==> src/hw/rtl/jsv_pkg.sv <==
// jsv_pkg: types, codes and character constants for the method descriptor checker
// no dependencies; used by every other file under hw/rtl
package jsv_pkg;

  localparam int unsigned CHAR_W = 8;

  localparam logic [CHAR_W-1:0] CH_OPEN  = 8'h28;  // (
  localparam logic [CHAR_W-1:0] CH_CLOSE = 8'h29;  // )
  localparam logic [CHAR_W-1:0] CH_CLASS = 8'h4C;  // L
  localparam logic [CHAR_W-1:0] CH_ARRAY = 8'h5B;  // [
  localparam logic [CHAR_W-1:0] CH_SEMI  = 8'h3B;  // ;
  localparam logic [CHAR_W-1:0] CH_VOID  = 8'h56;  // V
  localparam logic [CHAR_W-1:0] CH_BOOL  = 8'h5A;  // Z
  localparam logic [CHAR_W-1:0] CH_LONG  = 8'h4A;  // J
  localparam logic [CHAR_W-1:0] CH_BYTE  = 8'h42;  // B
  localparam logic [CHAR_W-1:0] CH_CHAR  = 8'h43;  // C
  localparam logic [CHAR_W-1:0] CH_SHORT = 8'h53;  // S
  localparam logic [CHAR_W-1:0] CH_INT   = 8'h49;  // I
  localparam logic [CHAR_W-1:0] CH_FLOAT = 8'h46;  // F
  localparam logic [CHAR_W-1:0] CH_DBL   = 8'h44;  // D
  localparam logic [CHAR_W-1:0] CH_NUL   = 8'h00;

  typedef enum logic [1:0] {
    EV_PARAM  = 2'd0,
    EV_ACCEPT = 2'd1,
    EV_REJECT = 2'd2
  } event_t;

  typedef enum logic [1:0] {
    ERR_NONE   = 2'd0,
    ERR_OPEN   = 2'd1,
    ERR_PARAM  = 2'd2,
    ERR_RETURN = 2'd3
  } err_t;

  typedef enum logic [6:0] {
    PH_START = 7'b0000001,
    PH_PARAM = 7'b0000010,
    PH_CLASS = 7'b0000100,
    PH_ARRAY = 7'b0001000,
    PH_RET   = 7'b0010000,
    PH_DONE  = 7'b0100000,
    PH_DRAIN = 7'b1000000
  } phase_t;

  typedef struct packed {
    phase_t phase;
    logic   in_return;
    logic   name_seen;
  } state_t;

  typedef struct packed {
    event_t            event_res;
    logic [CHAR_W-1:0] kind;
    err_t              error_code;
  } result_t;

  typedef struct packed {
    state_t  st;
    logic    emit;
    result_t res;
  } step_t;

  localparam state_t STATE_RESET = '{phase: PH_START, in_return: 1'b0, name_seen: 1'b0};

  function automatic logic is_primitive(input logic [CHAR_W-1:0] c);
    is_primitive = c inside {CH_BOOL, CH_BYTE, CH_CHAR, CH_SHORT,
                             CH_INT, CH_LONG, CH_FLOAT, CH_DBL};
  endfunction

endpackage

==> src/hw/rtl/jsv_if.sv <==
// jsv_in_if / jsv_out_if: valid-ready channels for characters and results
// depends on jsv_pkg
interface jsv_in_if;
  logic                          valid;
  logic                          ready;
  logic [jsv_pkg::CHAR_W-1:0]    ch;
  logic                          last;

  modport source (output valid, output ch, output last, input ready);
  modport sink (input valid, input ch, input last, output ready);
endinterface

interface jsv_out_if;
  logic                          valid;
  logic                          ready;
  logic [1:0]                    event_res;
  logic [jsv_pkg::CHAR_W-1:0]    kind;
  logic [1:0]                    error_code;

  modport source (output valid, output event_res, output kind, output error_code, input ready);
  modport sink (input valid, input event_res, input kind, input error_code, output ready);
endinterface

==> src/hw/rtl/jsv_step.sv <==
// jsv_step: per-character decision, next state and optional result
// depends on jsv_pkg
module jsv_step (
  input  jsv_pkg::state_t              cur,
  input  logic [jsv_pkg::CHAR_W-1:0]   ch,
  input  logic                         last,
  output jsv_pkg::step_t               step
);

  function automatic jsv_pkg::step_t no_emit(input jsv_pkg::state_t s);
    jsv_pkg::step_t r;
    r.st             = s;
    r.emit           = 1'b0;
    r.res.event_res  = jsv_pkg::EV_PARAM;
    r.res.kind       = jsv_pkg::CH_NUL;
    r.res.error_code = jsv_pkg::ERR_NONE;
    return r;
  endfunction

  function automatic jsv_pkg::step_t fail(input jsv_pkg::state_t s, input jsv_pkg::err_t code,
                                          input logic lst);
    jsv_pkg::step_t r;
    r                = no_emit(s);
    r.emit           = 1'b1;
    r.res.event_res  = jsv_pkg::EV_REJECT;
    r.res.error_code = code;
    if (lst) begin
      r.st = jsv_pkg::STATE_RESET;
    end else begin
      r.st.phase = jsv_pkg::PH_DRAIN;
    end
    return r;
  endfunction

  function automatic jsv_pkg::err_t type_error(input jsv_pkg::state_t s);
    return s.in_return ? jsv_pkg::ERR_RETURN : jsv_pkg::ERR_PARAM;
  endfunction

  function automatic jsv_pkg::step_t finish_type(input jsv_pkg::state_t s,
                                                 input logic [jsv_pkg::CHAR_W-1:0] k,
                                                 input logic lst);
    jsv_pkg::step_t r;
    r = no_emit(s);
    if (s.in_return) begin
      if (lst) begin
        r.emit          = 1'b1;
        r.res.event_res = jsv_pkg::EV_ACCEPT;
        r.res.kind      = k;
        r.st            = jsv_pkg::STATE_RESET;
      end else begin
        r.st.phase = jsv_pkg::PH_DONE;
      end
    end else if (lst) begin
      r = fail(s, jsv_pkg::ERR_RETURN, 1'b1);
    end else begin
      r.st.phase      = jsv_pkg::PH_PARAM;
      r.emit          = 1'b1;
      r.res.event_res = jsv_pkg::EV_PARAM;
      r.res.kind      = k;
    end
    return r;
  endfunction

  function automatic jsv_pkg::step_t open_class(input jsv_pkg::state_t s, input logic lst);
    jsv_pkg::state_t n;
    jsv_pkg::step_t  r;
    n           = s;
    n.phase     = jsv_pkg::PH_CLASS;
    n.name_seen = 1'b0;
    r           = no_emit(n);
    if (lst) begin
      r = fail(n, type_error(n), 1'b1);
    end
    return r;
  endfunction

  function automatic jsv_pkg::step_t type_start(input jsv_pkg::state_t s,
                                                input logic [jsv_pkg::CHAR_W-1:0] c,
                                                input logic lst);
    jsv_pkg::state_t n;
    jsv_pkg::step_t  r;
    n       = s;
    n.phase = jsv_pkg::PH_ARRAY;
    if (jsv_pkg::is_primitive(c) || (c == jsv_pkg::CH_VOID && s.in_return)) begin
      r = finish_type(s, c, lst);
    end else if (c == jsv_pkg::CH_CLASS) begin
      r = open_class(s, lst);
    end else if (c == jsv_pkg::CH_ARRAY) begin
      r = lst ? fail(n, type_error(n), 1'b1) : no_emit(n);
    end else begin
      r = fail(s, type_error(s), lst);
    end
    return r;
  endfunction

  jsv_pkg::state_t tmp;

  always_comb begin
    tmp  = cur;
    step = no_emit(cur);
    case (cur.phase)
      jsv_pkg::PH_START: begin
        if (ch != jsv_pkg::CH_OPEN) begin
          step = fail(cur, jsv_pkg::ERR_OPEN, last);
        end else begin
          tmp.phase     = jsv_pkg::PH_PARAM;
          tmp.in_return = 1'b0;
          step = last ? fail(tmp, jsv_pkg::ERR_RETURN, 1'b1) : no_emit(tmp);
        end
      end
      jsv_pkg::PH_PARAM: begin
        if (ch == jsv_pkg::CH_CLOSE) begin
          tmp.phase     = jsv_pkg::PH_RET;
          tmp.in_return = 1'b1;
          step = last ? fail(tmp, jsv_pkg::ERR_RETURN, 1'b1) : no_emit(tmp);
        end else begin
          step = type_start(cur, ch, last);
        end
      end
      jsv_pkg::PH_RET: begin
        step = type_start(cur, ch, last);
      end
      jsv_pkg::PH_ARRAY: begin
        if (ch == jsv_pkg::CH_ARRAY) begin
          step = last ? fail(cur, type_error(cur), 1'b1) : no_emit(cur);
        end else if (jsv_pkg::is_primitive(ch)) begin
          step = finish_type(cur, jsv_pkg::CH_CLASS, last);
        end else if (ch == jsv_pkg::CH_CLASS) begin
          step = open_class(cur, last);
        end else begin
          step = fail(cur, type_error(cur), last);
        end
      end
      jsv_pkg::PH_CLASS: begin
        if (ch == jsv_pkg::CH_SEMI) begin
          step = cur.name_seen ? finish_type(cur, jsv_pkg::CH_CLASS, last)
                               : fail(cur, type_error(cur), last);
        end else begin
          tmp.name_seen = 1'b1;
          step = last ? fail(tmp, type_error(tmp), 1'b1) : no_emit(tmp);
        end
      end
      jsv_pkg::PH_DONE: begin
        step = fail(cur, jsv_pkg::ERR_RETURN, last);
      end
      default: begin
        // drained, and any phase code that means nothing
        step = last ? no_emit(jsv_pkg::STATE_RESET) : no_emit(cur);
      end
    endcase
  end

endmodule

==> src/hw/rtl/jsv_out_reg.sv <==
// jsv_out_reg: result register driving the output channel
// depends on jsv_pkg and jsv_out_if
module jsv_out_reg (
  input  logic              clk,
  input  logic              rst,
  input  logic              load,
  input  jsv_pkg::result_t  data,
  output logic              space,
  jsv_out_if.source         result
);

  logic             valid;
  jsv_pkg::result_t held;

  // the register can take a new result when empty or when the current one leaves
  assign space = !valid || result.ready;

  always_ff @(posedge clk) begin
    if (rst) begin
      valid <= 1'b0;
    end else if (load) begin
      valid <= 1'b1;
    end else if (result.ready) begin
      valid <= 1'b0;
    end
  end

  always_ff @(posedge clk) begin
    if (load) begin
      held <= data;
    end
  end

  assign result.valid      = valid;
  assign result.event_res  = held.event_res;
  assign result.kind       = held.kind;
  assign result.error_code = held.error_code;

endmodule

==> src/hw/rtl/jni_signature_validator.sv <==
// jni_signature_validator: streamed method descriptor checker, top level
// depends on jsv_pkg, jsv_if, jsv_step and jsv_out_reg
//
//   channel  dir  payload                      transaction
//   item     in   ch[7:0], last                valid & ready
//   result   out  event_res, kind, error_code  valid & ready
//
// one character per cycle sustained while the result register has space; a result reaches the port
// through the input register, then decision logic into the result register
// the parser state updates in the same cycle as the result register
// a character that yields no result moves on even while the result register is full
// synchronous reset empties both registers and returns the parser to the opening state
module jni_signature_validator (
  input  logic       clk,
  input  logic       rst,
  jsv_in_if.sink     item,
  jsv_out_if.source  result
);

  logic                       s1_valid;
  logic [jsv_pkg::CHAR_W-1:0] s1_ch;
  logic                       s1_last;
  jsv_pkg::state_t            state;
  jsv_pkg::step_t             step;
  logic                       space;
  logic                       advance;

  jsv_step u_step (
    .cur  (state),
    .ch   (s1_ch),
    .last (s1_last),
    .step (step)
  );

  assign advance    = s1_valid && (!step.emit || space);
  assign item.ready = !s1_valid || advance;

  always_ff @(posedge clk) begin
    if (rst) begin
      s1_valid <= 1'b0;
    end else if (item.ready) begin
      s1_valid <= item.valid;
    end
  end

  always_ff @(posedge clk) begin
    if (item.ready && item.valid) begin
      s1_ch   <= item.ch;
      s1_last <= item.last;
    end
  end

  always_ff @(posedge clk) begin
    if (rst) begin
      state <= jsv_pkg::STATE_RESET;
    end else if (advance) begin
      state <= step.st;
    end
  end

  jsv_out_reg u_out (
    .clk    (clk),
    .rst    (rst),
    .load   (advance && step.emit),
    .data   (step.res),
    .space  (space),
    .result (result)
  );

endmodule
==> src/flat_wrapper.sv <==
// flat-port wrapper written by rule: the top's interface ports become plain ports
module jni_signature_validator_flat 
  (clk, rst, item_valid, item_ch, item_last, item_ready, result_valid, result_event_res, result_kind, result_error_code, result_ready);
  jsv_in_if item_i ();
  jsv_out_if result_i ();
  input  logic clk;
  input  logic rst;
  input wire logic [$bits(item_i.valid)-1:0] item_valid;
  input wire logic [$bits(item_i.ch)-1:0] item_ch;
  input wire logic [$bits(item_i.last)-1:0] item_last;
  output wire logic [$bits(item_i.ready)-1:0] item_ready;
  output wire logic [$bits(result_i.valid)-1:0] result_valid;
  output wire logic [$bits(result_i.event_res)-1:0] result_event_res;
  output wire logic [$bits(result_i.kind)-1:0] result_kind;
  output wire logic [$bits(result_i.error_code)-1:0] result_error_code;
  input wire logic [$bits(result_i.ready)-1:0] result_ready;
  assign item_i.valid = item_valid;
  assign item_i.ch = item_ch;
  assign item_i.last = item_last;
  assign item_ready = item_i.ready;
  assign result_valid = result_i.valid;
  assign result_event_res = result_i.event_res;
  assign result_kind = result_i.kind;
  assign result_error_code = result_i.error_code;
  assign result_i.ready = result_ready;
  jni_signature_validator u_core (.clk(clk), .rst(rst), .item(item_i), .result(result_i));
endmodule
==> config.mk <==
export PLATFORM = sky130hd
export DESIGN_NAME = jni_signature_validator_flat
export DESIGN_NICKNAME = d
export VERILOG_FILES = /design/src/hw/rtl/jsv_pkg.sv /design/src/hw/rtl/jsv_if.sv /design/src/hw/rtl/jsv_step.sv /design/src/hw/rtl/jsv_out_reg.sv /design/src/hw/rtl/jni_signature_validator.sv /design/src/flat_wrapper.sv
export SDC_FILE = /design/constraint.sdc
export NUM_CORES = 1
export LEC_CHECK = 0
export ABC_AREA = 0
export BUFFER_PORTS_ARGS = -buffer_cell sky130_fd_sc_hd__buf_2
export CORE_ASPECT_RATIO = 1.1
export CORE_UTILIZATION = 62
export CTS_BUF_LIST = sky130_fd_sc_hd__clkbuf_16
export DETAILED_ROUTE_END_ITERATION = 8
export PLACE_DENSITY = 0.84
export SLEW_MARGIN = 5
export SYNTH_ARGS = -nofsm -noshare
export SYNTH_HDL_FRONTEND = slang
export SYNTH_SLANG_ARGS = --single-unit
export TNS_END_PERCENT = 1
==> constraint.sdc <==
create_clock -name clk -period 4.08 [get_ports clk]
set_input_delay 0.816 -clock clk [delete_from_list [all_inputs] [get_ports clk]]
set_output_delay 0.816 -clock clk [all_outputs]
set_load 0.05 [all_outputs]
[Word-level counts from Yosys, hierarchy flattened]
Cells that the tools add are included.
Word-level totals
  bits in registers: 32
  output and inout bits: 14
Cells by class
  equal/unequal tests: 26
  multiplexer cells: 38
  reductions and logical operators: 17
Operators by type and width (count)
  $mux 22: 13
  $pmux 22 s6: 1
  $eq 8x7->1 const B: 11
  $mux 20: 3
  $mux 13: 3
  $mux 19: 2
  $mux 10: 2
  $mux 18: 1
  $mux 17: 1
  $eq 8x6->1 const B: 2
  $ne 3x2->1 const B: 4
  $mux 2: 5
  $ne 8x6->1 const B: 1
  $reduce_bool 8->1: 1
  $eq 7x1->1 const B: 1
  $eq 7x2->1 const B: 1
  $eq 7x3->1 const B: 1
  $eq 7x4->1 const B: 1
  $eq 7x5->1 const B: 1
  $eq 7x6->1 const B: 1
  $mux 7: 1
  $reduce_bool 7->1: 1
  $mux 6: 1
  $reduce_and 6->1: 1
  other kinds (9): 21

[Logic depth before layout (Yosys ltp)]
  word-level depth: 12
  depth in mapped cells: 9
  mapped depth without buffers: 8

[Cells and area by module]
Synthesis repeated with hierarchy kept, for this count alone.
Second synthesis, totals
  cells, all modules: 225
  area, all modules: 2168.3 um^2
By module, submodules not included
  jsv_step: instances 1, cells each 153, area an instance 1017.2 um^2
  jni_signature_validator: instances 1, cells each 56, area an instance 744.5 um^2
  jsv_out_reg: instances 1, cells each 16, area an instance 406.6 um^2

[Worst setup path after synthesis]
Ideal clock, no wire load.
  path type: register to output
  start point: register u_core.s1_ch[1] (netlist name)
  end point: output item_ready
  arrival: 2.138 ns
  required time: 3.264 ns
  slack: 1.126 ns
  stages on the path, launching flop included: 8
  buffers on the path: 1
  path through: edfxtp_1 -> buf_6 -> nor4b_4 -> nand2_1 -> o311a_4 -> a22oi_4 -> o31a_1 -> nand2b_1
Between the ends
  longest elaborated chain between the ends: 10
  elaborated cells between the ends (all ways): 31
  classes of those cells: 14 x eq/ne; 10 x mux; 7 x reduce/logical
RTL lines
  from (decl): RTL line jni_signature_validator.sv:21  | logic [jsv_pkg::CHAR_W-1:0] s1_ch;
  from (signal assigned): RTL line jni_signature_validator.sv:48  | s1_ch <= item.ch;
  $eq 8x7->1 (on tied branches)
  $reduce_bool 8->1, or another cell as far along: RTL line jsv_pkg.sv:67  | is_primitive = c inside {CH_BOOL, CH_BYTE, CH_CHAR, CH_SHORT,
  $logic_or 1x1->1 / $mux 22 (equally long branches): RTL line jsv_step.sv:84, jsv_step.sv:86
  $mux 22: RTL line jsv_step.sv:84  | if (jsv_pkg::is_primitive(c) || (c == jsv_pkg::CH_VOID && s.in_return)) begin
  $mux 22: RTL line jsv_step.sv:112  | if (ch == jsv_pkg::CH_CLOSE) begin
  $pmux 22 s6 (*): RTL line jsv_step.sv:101  | case (cur.phase)
  $logic_not 1->1 (*): RTL line jni_signature_validator.sv:35  | assign advance = s1_valid && (!step.emit || space);
  $logic_or 1x1->1 (*): RTL line jni_signature_validator.sv:35
  $logic_and 1x1->1 (*): RTL line jni_signature_validator.sv:35
  $logic_or 1x1->1 (*): RTL line jni_signature_validator.sv:36  | assign item.ready = !s1_valid || advance;
  to (decl): RTL line flat_wrapper.sv:11  | output wire logic [$bits(item_i.ready)-1:0] item_ready;
Mark *: on every way between the ends. The rest lies on a longest branch, timed or not.

[Worst setup path after layout]
  start point: register u_core.state[4] (netlist name)
  end point: output item_ready
Between the ends
  longest elaborated chain between the ends: 6
  elaborated cells between the ends (all ways): 11
  classes of those cells: 6 x eq/ne; 1 x mux; 4 x reduce/logical
RTL lines
  from (decl): RTL line jni_signature_validator.sv:23  | jsv_pkg::state_t state;
  from (signal assigned): RTL line jni_signature_validator.sv:55  | state <= jsv_pkg::STATE_RESET;
  from (signal assigned): RTL line jni_signature_validator.sv:57  | state <= step.st;
  $eq 7x6->1, or another cell as far along: RTL line jsv_step.sv:101
  $pmux 22 s6 (*): RTL line jsv_step.sv:101
  $logic_not 1->1 (*): RTL line jni_signature_validator.sv:35
  $logic_or 1x1->1 (*): RTL line jni_signature_validator.sv:35
  $logic_and 1x1->1 (*): RTL line jni_signature_validator.sv:35
  $logic_or 1x1->1 (*): RTL line jni_signature_validator.sv:36
Marked as above.

==> impl_results.md <==
* Clock group share of total power at 0.457
* Cts repair resizes at 0
* Port-buffer cells at 26
* Antenna-violating nets left at 0
* Final Skew at about 0.0037 ns
* Maximum vdd drop at 0.3073 mV
* Horiz. Die Dim at 58.70 um
* Largest net degree at the start of global routing at 18
* Fin nets at around 260
* Post-DP HPWL at approximately 3.8 mm
* Cell type with the highest aggregate area in the netlist: sky130_fd_sc_hd__edfxtp_1
* Number of distinct library cell variants in the gate-level netlist after synthesis at between 70 and 80
* Number of enable flip-flop cells after synthesis at 21
* Via total after detailed routing at about 1,900
* DIE AREA at around 3800 um^2
* Footprint of the multi-input gates at 1252 um^2
* Number of antenna violations at the first check in global routing at 0
* Number of top-level pins at 27
* Sequential Area at 850.8 um^2
* Proportion of power drawn by flip-flops and latches at 0.409
* Vias per cell at 6.399
* Floorplan Core Area at about 3400 um^2
* Initial core utilization at 0.6528
* Crit path setup slack, layout at 0.6482 ns
* Number of setup violations in the final report at 0
* Maximum clock rate at 291.4 MHz
* Routed length per instance at ~18 um
* Drt first-iter violations at roughly 200
* Critical path startpoint category: flip-flop
* Data arrival time at the worst-slack endpoint at 2.62 ns
* CTS Buffer Depth at 2
* Layout cell share with drive strength beyond 1 at 0.2408
* Global-route wire length before repair at 8.383 mm
* Area share of the largest cell type after synthesis at 0.2877
* Total of hold buffers inserted after clock tree synthesis at 0
* TritonCTS clock tree: done
* All-Layer GR Usage at 0.3058
* Maximum level of the CTS H-tree at 2
* Post-CTS setup buffer count at 0
* Run status: finished, final reports clean
* Fillers at 270
* Diodes inserted at 0
* Max-capacitance violation count at 0
* Synthesized instance count at roughly 220
* Worst EP required at between 3 and 4 ns
* Library cell with the highest instance count after synthesis: sky130_fd_sc_hd__edfxtp_1
* Number of endpoints with negative hold slack in the final report at 0
* Max FO, Critical Path at 7
* Number of core rows at 22
* Lkg Pwr at slightly above 0.9 nW
* Clk sinks at 32
* Clk slew on worst S/H paths at around 0.050 ns
* Final Critical Period at 3.432 ns
* DRC errors left at 0
* Critical Path Sink Type: output pin
* Routability congestion estimate at 0.9917
* Setup repair after global routing missed its margin: no
* Post-synthesis sequential area ratio at 0.3881
* Ranking of synthesized cells by instance count: sky130_fd_sc_hd__edfxtp_1 (21), sky130_fd_sc_hd__a21oi_1 (17), sky130_fd_sc_hd__nand2_1 (14)
* Vias in the first global route at about 1,800
* Least-Margin Pin Slew at around 0.70 ns
* Average size of a mapped cell at between 10 and 15 um^2
* Internal power consumption at 690.5 uW
* Switching share of power at 0.2536
* Post-route clock period utilization at 0.8411
* Power per unit of standard cell area at about 370 nW/um^2
* Signed area change from the synthesized netlist to the final layout at 14.33%
* Worst-case setup slack after placement at around 1.0 ns
* Final TNS setup at 0 ns
* Register-to-register path setup slack at about 1.4 ns
* Slew Viols, Final at 0
* Largest cells by area after synthesis: sky130_fd_sc_hd__edfxtp_1 (29%), sky130_fd_sc_hd__dfxtp_1 (10%), sky130_fd_sc_hd__a21oi_1 (3.9%)
* Clock latency at the later pin of the worst-skew pair at between 0.2 and 0.3 ns
* Portion of total power attributed to combinational logic at 0.133
* Total of warnings raised by yosys at 0
* Combined area of all synthesized cells at between 2000 and 2500 um^2
* Root buffer selected by CTS: sky130_fd_sc_hd__clkbuf_16
* Number of iterations in the first detailed-routing pass at 5
* Leftover overflow at the end of global routing at 0
* Top FF cell, synth: sky130_fd_sc_hd__edfxtp_1
* Flip-flop and latch count after synthesis at 32
* Total CTS buffers at 5
* Worst Path Class, Setup: flip-flop to output pin
* Die outline height at around 64 um
* Path category of the worst min-delay check: flip-flop to flip-flop
* Final wirelength at around 5.2 mm
* Switching power at around 230 uW
* Async set or reset register ratio after synthesis at 0
* Worst relative slew slack at 0.5277
## area by class of cell
| class | count | area share |
|---|---|---|
| Tap cell | 48 | 0.02396 |
| Timing Repair Buffer | 28 | 0.05791 |
| Multi-Input combinational cell | 169 | 0.4998 |
| Clock inverter | 3 | 0.01697 |
| Clock buffer | 5 | 0.04993 |
| Inverter | 8 | 0.01198 |
| Sequential cell | 32 | 0.3395 |
## routing by layer
layer	share of wire	vias up	routed length, um	global-route usage
met3	0.085	15	438	0.07490
met1	0.41	850	2119	0.3810
met5	0	-	0	0
met4	0.024	0	126	0.1548
met2	0.48	117	2467	0.4871
li1	-	893	-	-
## registers in the layout, indices dropped and copies added, names as in the netlist
signal and flops:
u_core.s1_valid 1, u_core.s1_ch 8, u_core.state 9, u_core.u_out.result.event_res 2, u_core.s1_last 1, u_core.u_out.result.error_code 2
u_core.u_out.result.valid 1, u_core.u_out.result.kind 8
## critical path: stages (launching register included)
cell and delay, ns:
sky130_fd_sc_hd__dfxtp_1 0.39, sky130_fd_sc_hd__nor4_2 0.60, sky130_fd_sc_hd__nand2_1 0.17, sky130_fd_sc_hd__a32oi_1 0.47, sky130_fd_sc_hd__o21ai_0 0.16, sky130_fd_sc_hd__o31a_1 0.14, sky130_fd_sc_hd__nand2b_1 0.17, sky130_fd_sc_hd__buf_2 0.23
## worst paths after layout
kind | start | end | cells after the start
worst max register to register | u_core.s1_ch[1] | u_core.s1_ch[6] | 7
worst min register to register | u_core.state[4] | u_core.state[4] | 2
worst min-delay path | u_core.state[4] | u_core.state[4] | 2
worst max-delay path | u_core.state[4] | item_ready | 7
## per-stage QoR
stage                     instances  instance area, um^2  hold WS, ns  total power, mW    util
after detailed placement        285                 2338       0.5765           0.5044  0.6963
after floorplan                 218                 2196       0.5096           0.4728       -
final                           293                 2506       0.5883           0.9251  0.7463
after global routing            293                 2506       0.6261           0.9471  0.7463
after global placement          285                 2338       0.5627           0.5023  0.6963
after CTS                       293                 2506       0.5852           0.9257  0.7463
## cells by family after synthesis
logic type / Yosys count / synth area share
compound gates: 73 / 0.2523
xor+xnor: 3 / 0.01199
fa+ha+maj: 5 / 0.02854
buf+inv: 17 / 0.04224
flops: 32 / 0.3881
mux: 1 / 0.004566
other cells: 1 / 0.001711
simple gates: 85 / 0.2705
## power groups by stage
stage | clock (mW) | sequential (mW) | combinational, mW
global placement | 0 | 0.383 | 0.119
CTS | 0.426 | 0.379 | 0.121
global route | 0.436 | 0.381 | 0.130
floorplan | 0 | 0.399 | 0.0736
detailed placement | 0 | 0.385 | 0.120
finish | 0.423 | 0.379 | 0.123
## cells in the final DEF, fill, tap and decap left out, types with 3 or more instances in the layout
master,synthesis,final
sky130_fd_sc_hd__nor4b_4,3,3
sky130_fd_sc_hd__a21o_1,4,4
sky130_fd_sc_hd__o21ai_0,9,9
sky130_fd_sc_hd__nand2_1,14,14
sky130_fd_sc_hd__o211ai_1,4,4
sky130_fd_sc_hd__nor3b_1,3,3
sky130_fd_sc_hd__nor2_1,11,11
sky130_fd_sc_hd__buf_2,2,26
sky130_fd_sc_hd__nand2b_1,5,5
sky130_fd_sc_hd__o21ai_1,4,4
sky130_fd_sc_hd__a21oi_1,17,17
sky130_fd_sc_hd__clkbuf_16,0,5
sky130_fd_sc_hd__nand3_1,5,5
sky130_fd_sc_hd__ha_1,5,5
sky130_fd_sc_hd__edfxtp_1,21,21
sky130_fd_sc_hd__and2_1,9,9
sky130_fd_sc_hd__inv_1,8,8
sky130_fd_sc_hd__nand4_1,4,4
sky130_fd_sc_hd__dfxtp_1,11,11
sky130_fd_sc_hd__nor4b_1,3,3
sky130_fd_sc_hd__a211oi_1,3,3
No activity file was read; power rests on OpenSTA's default activity.
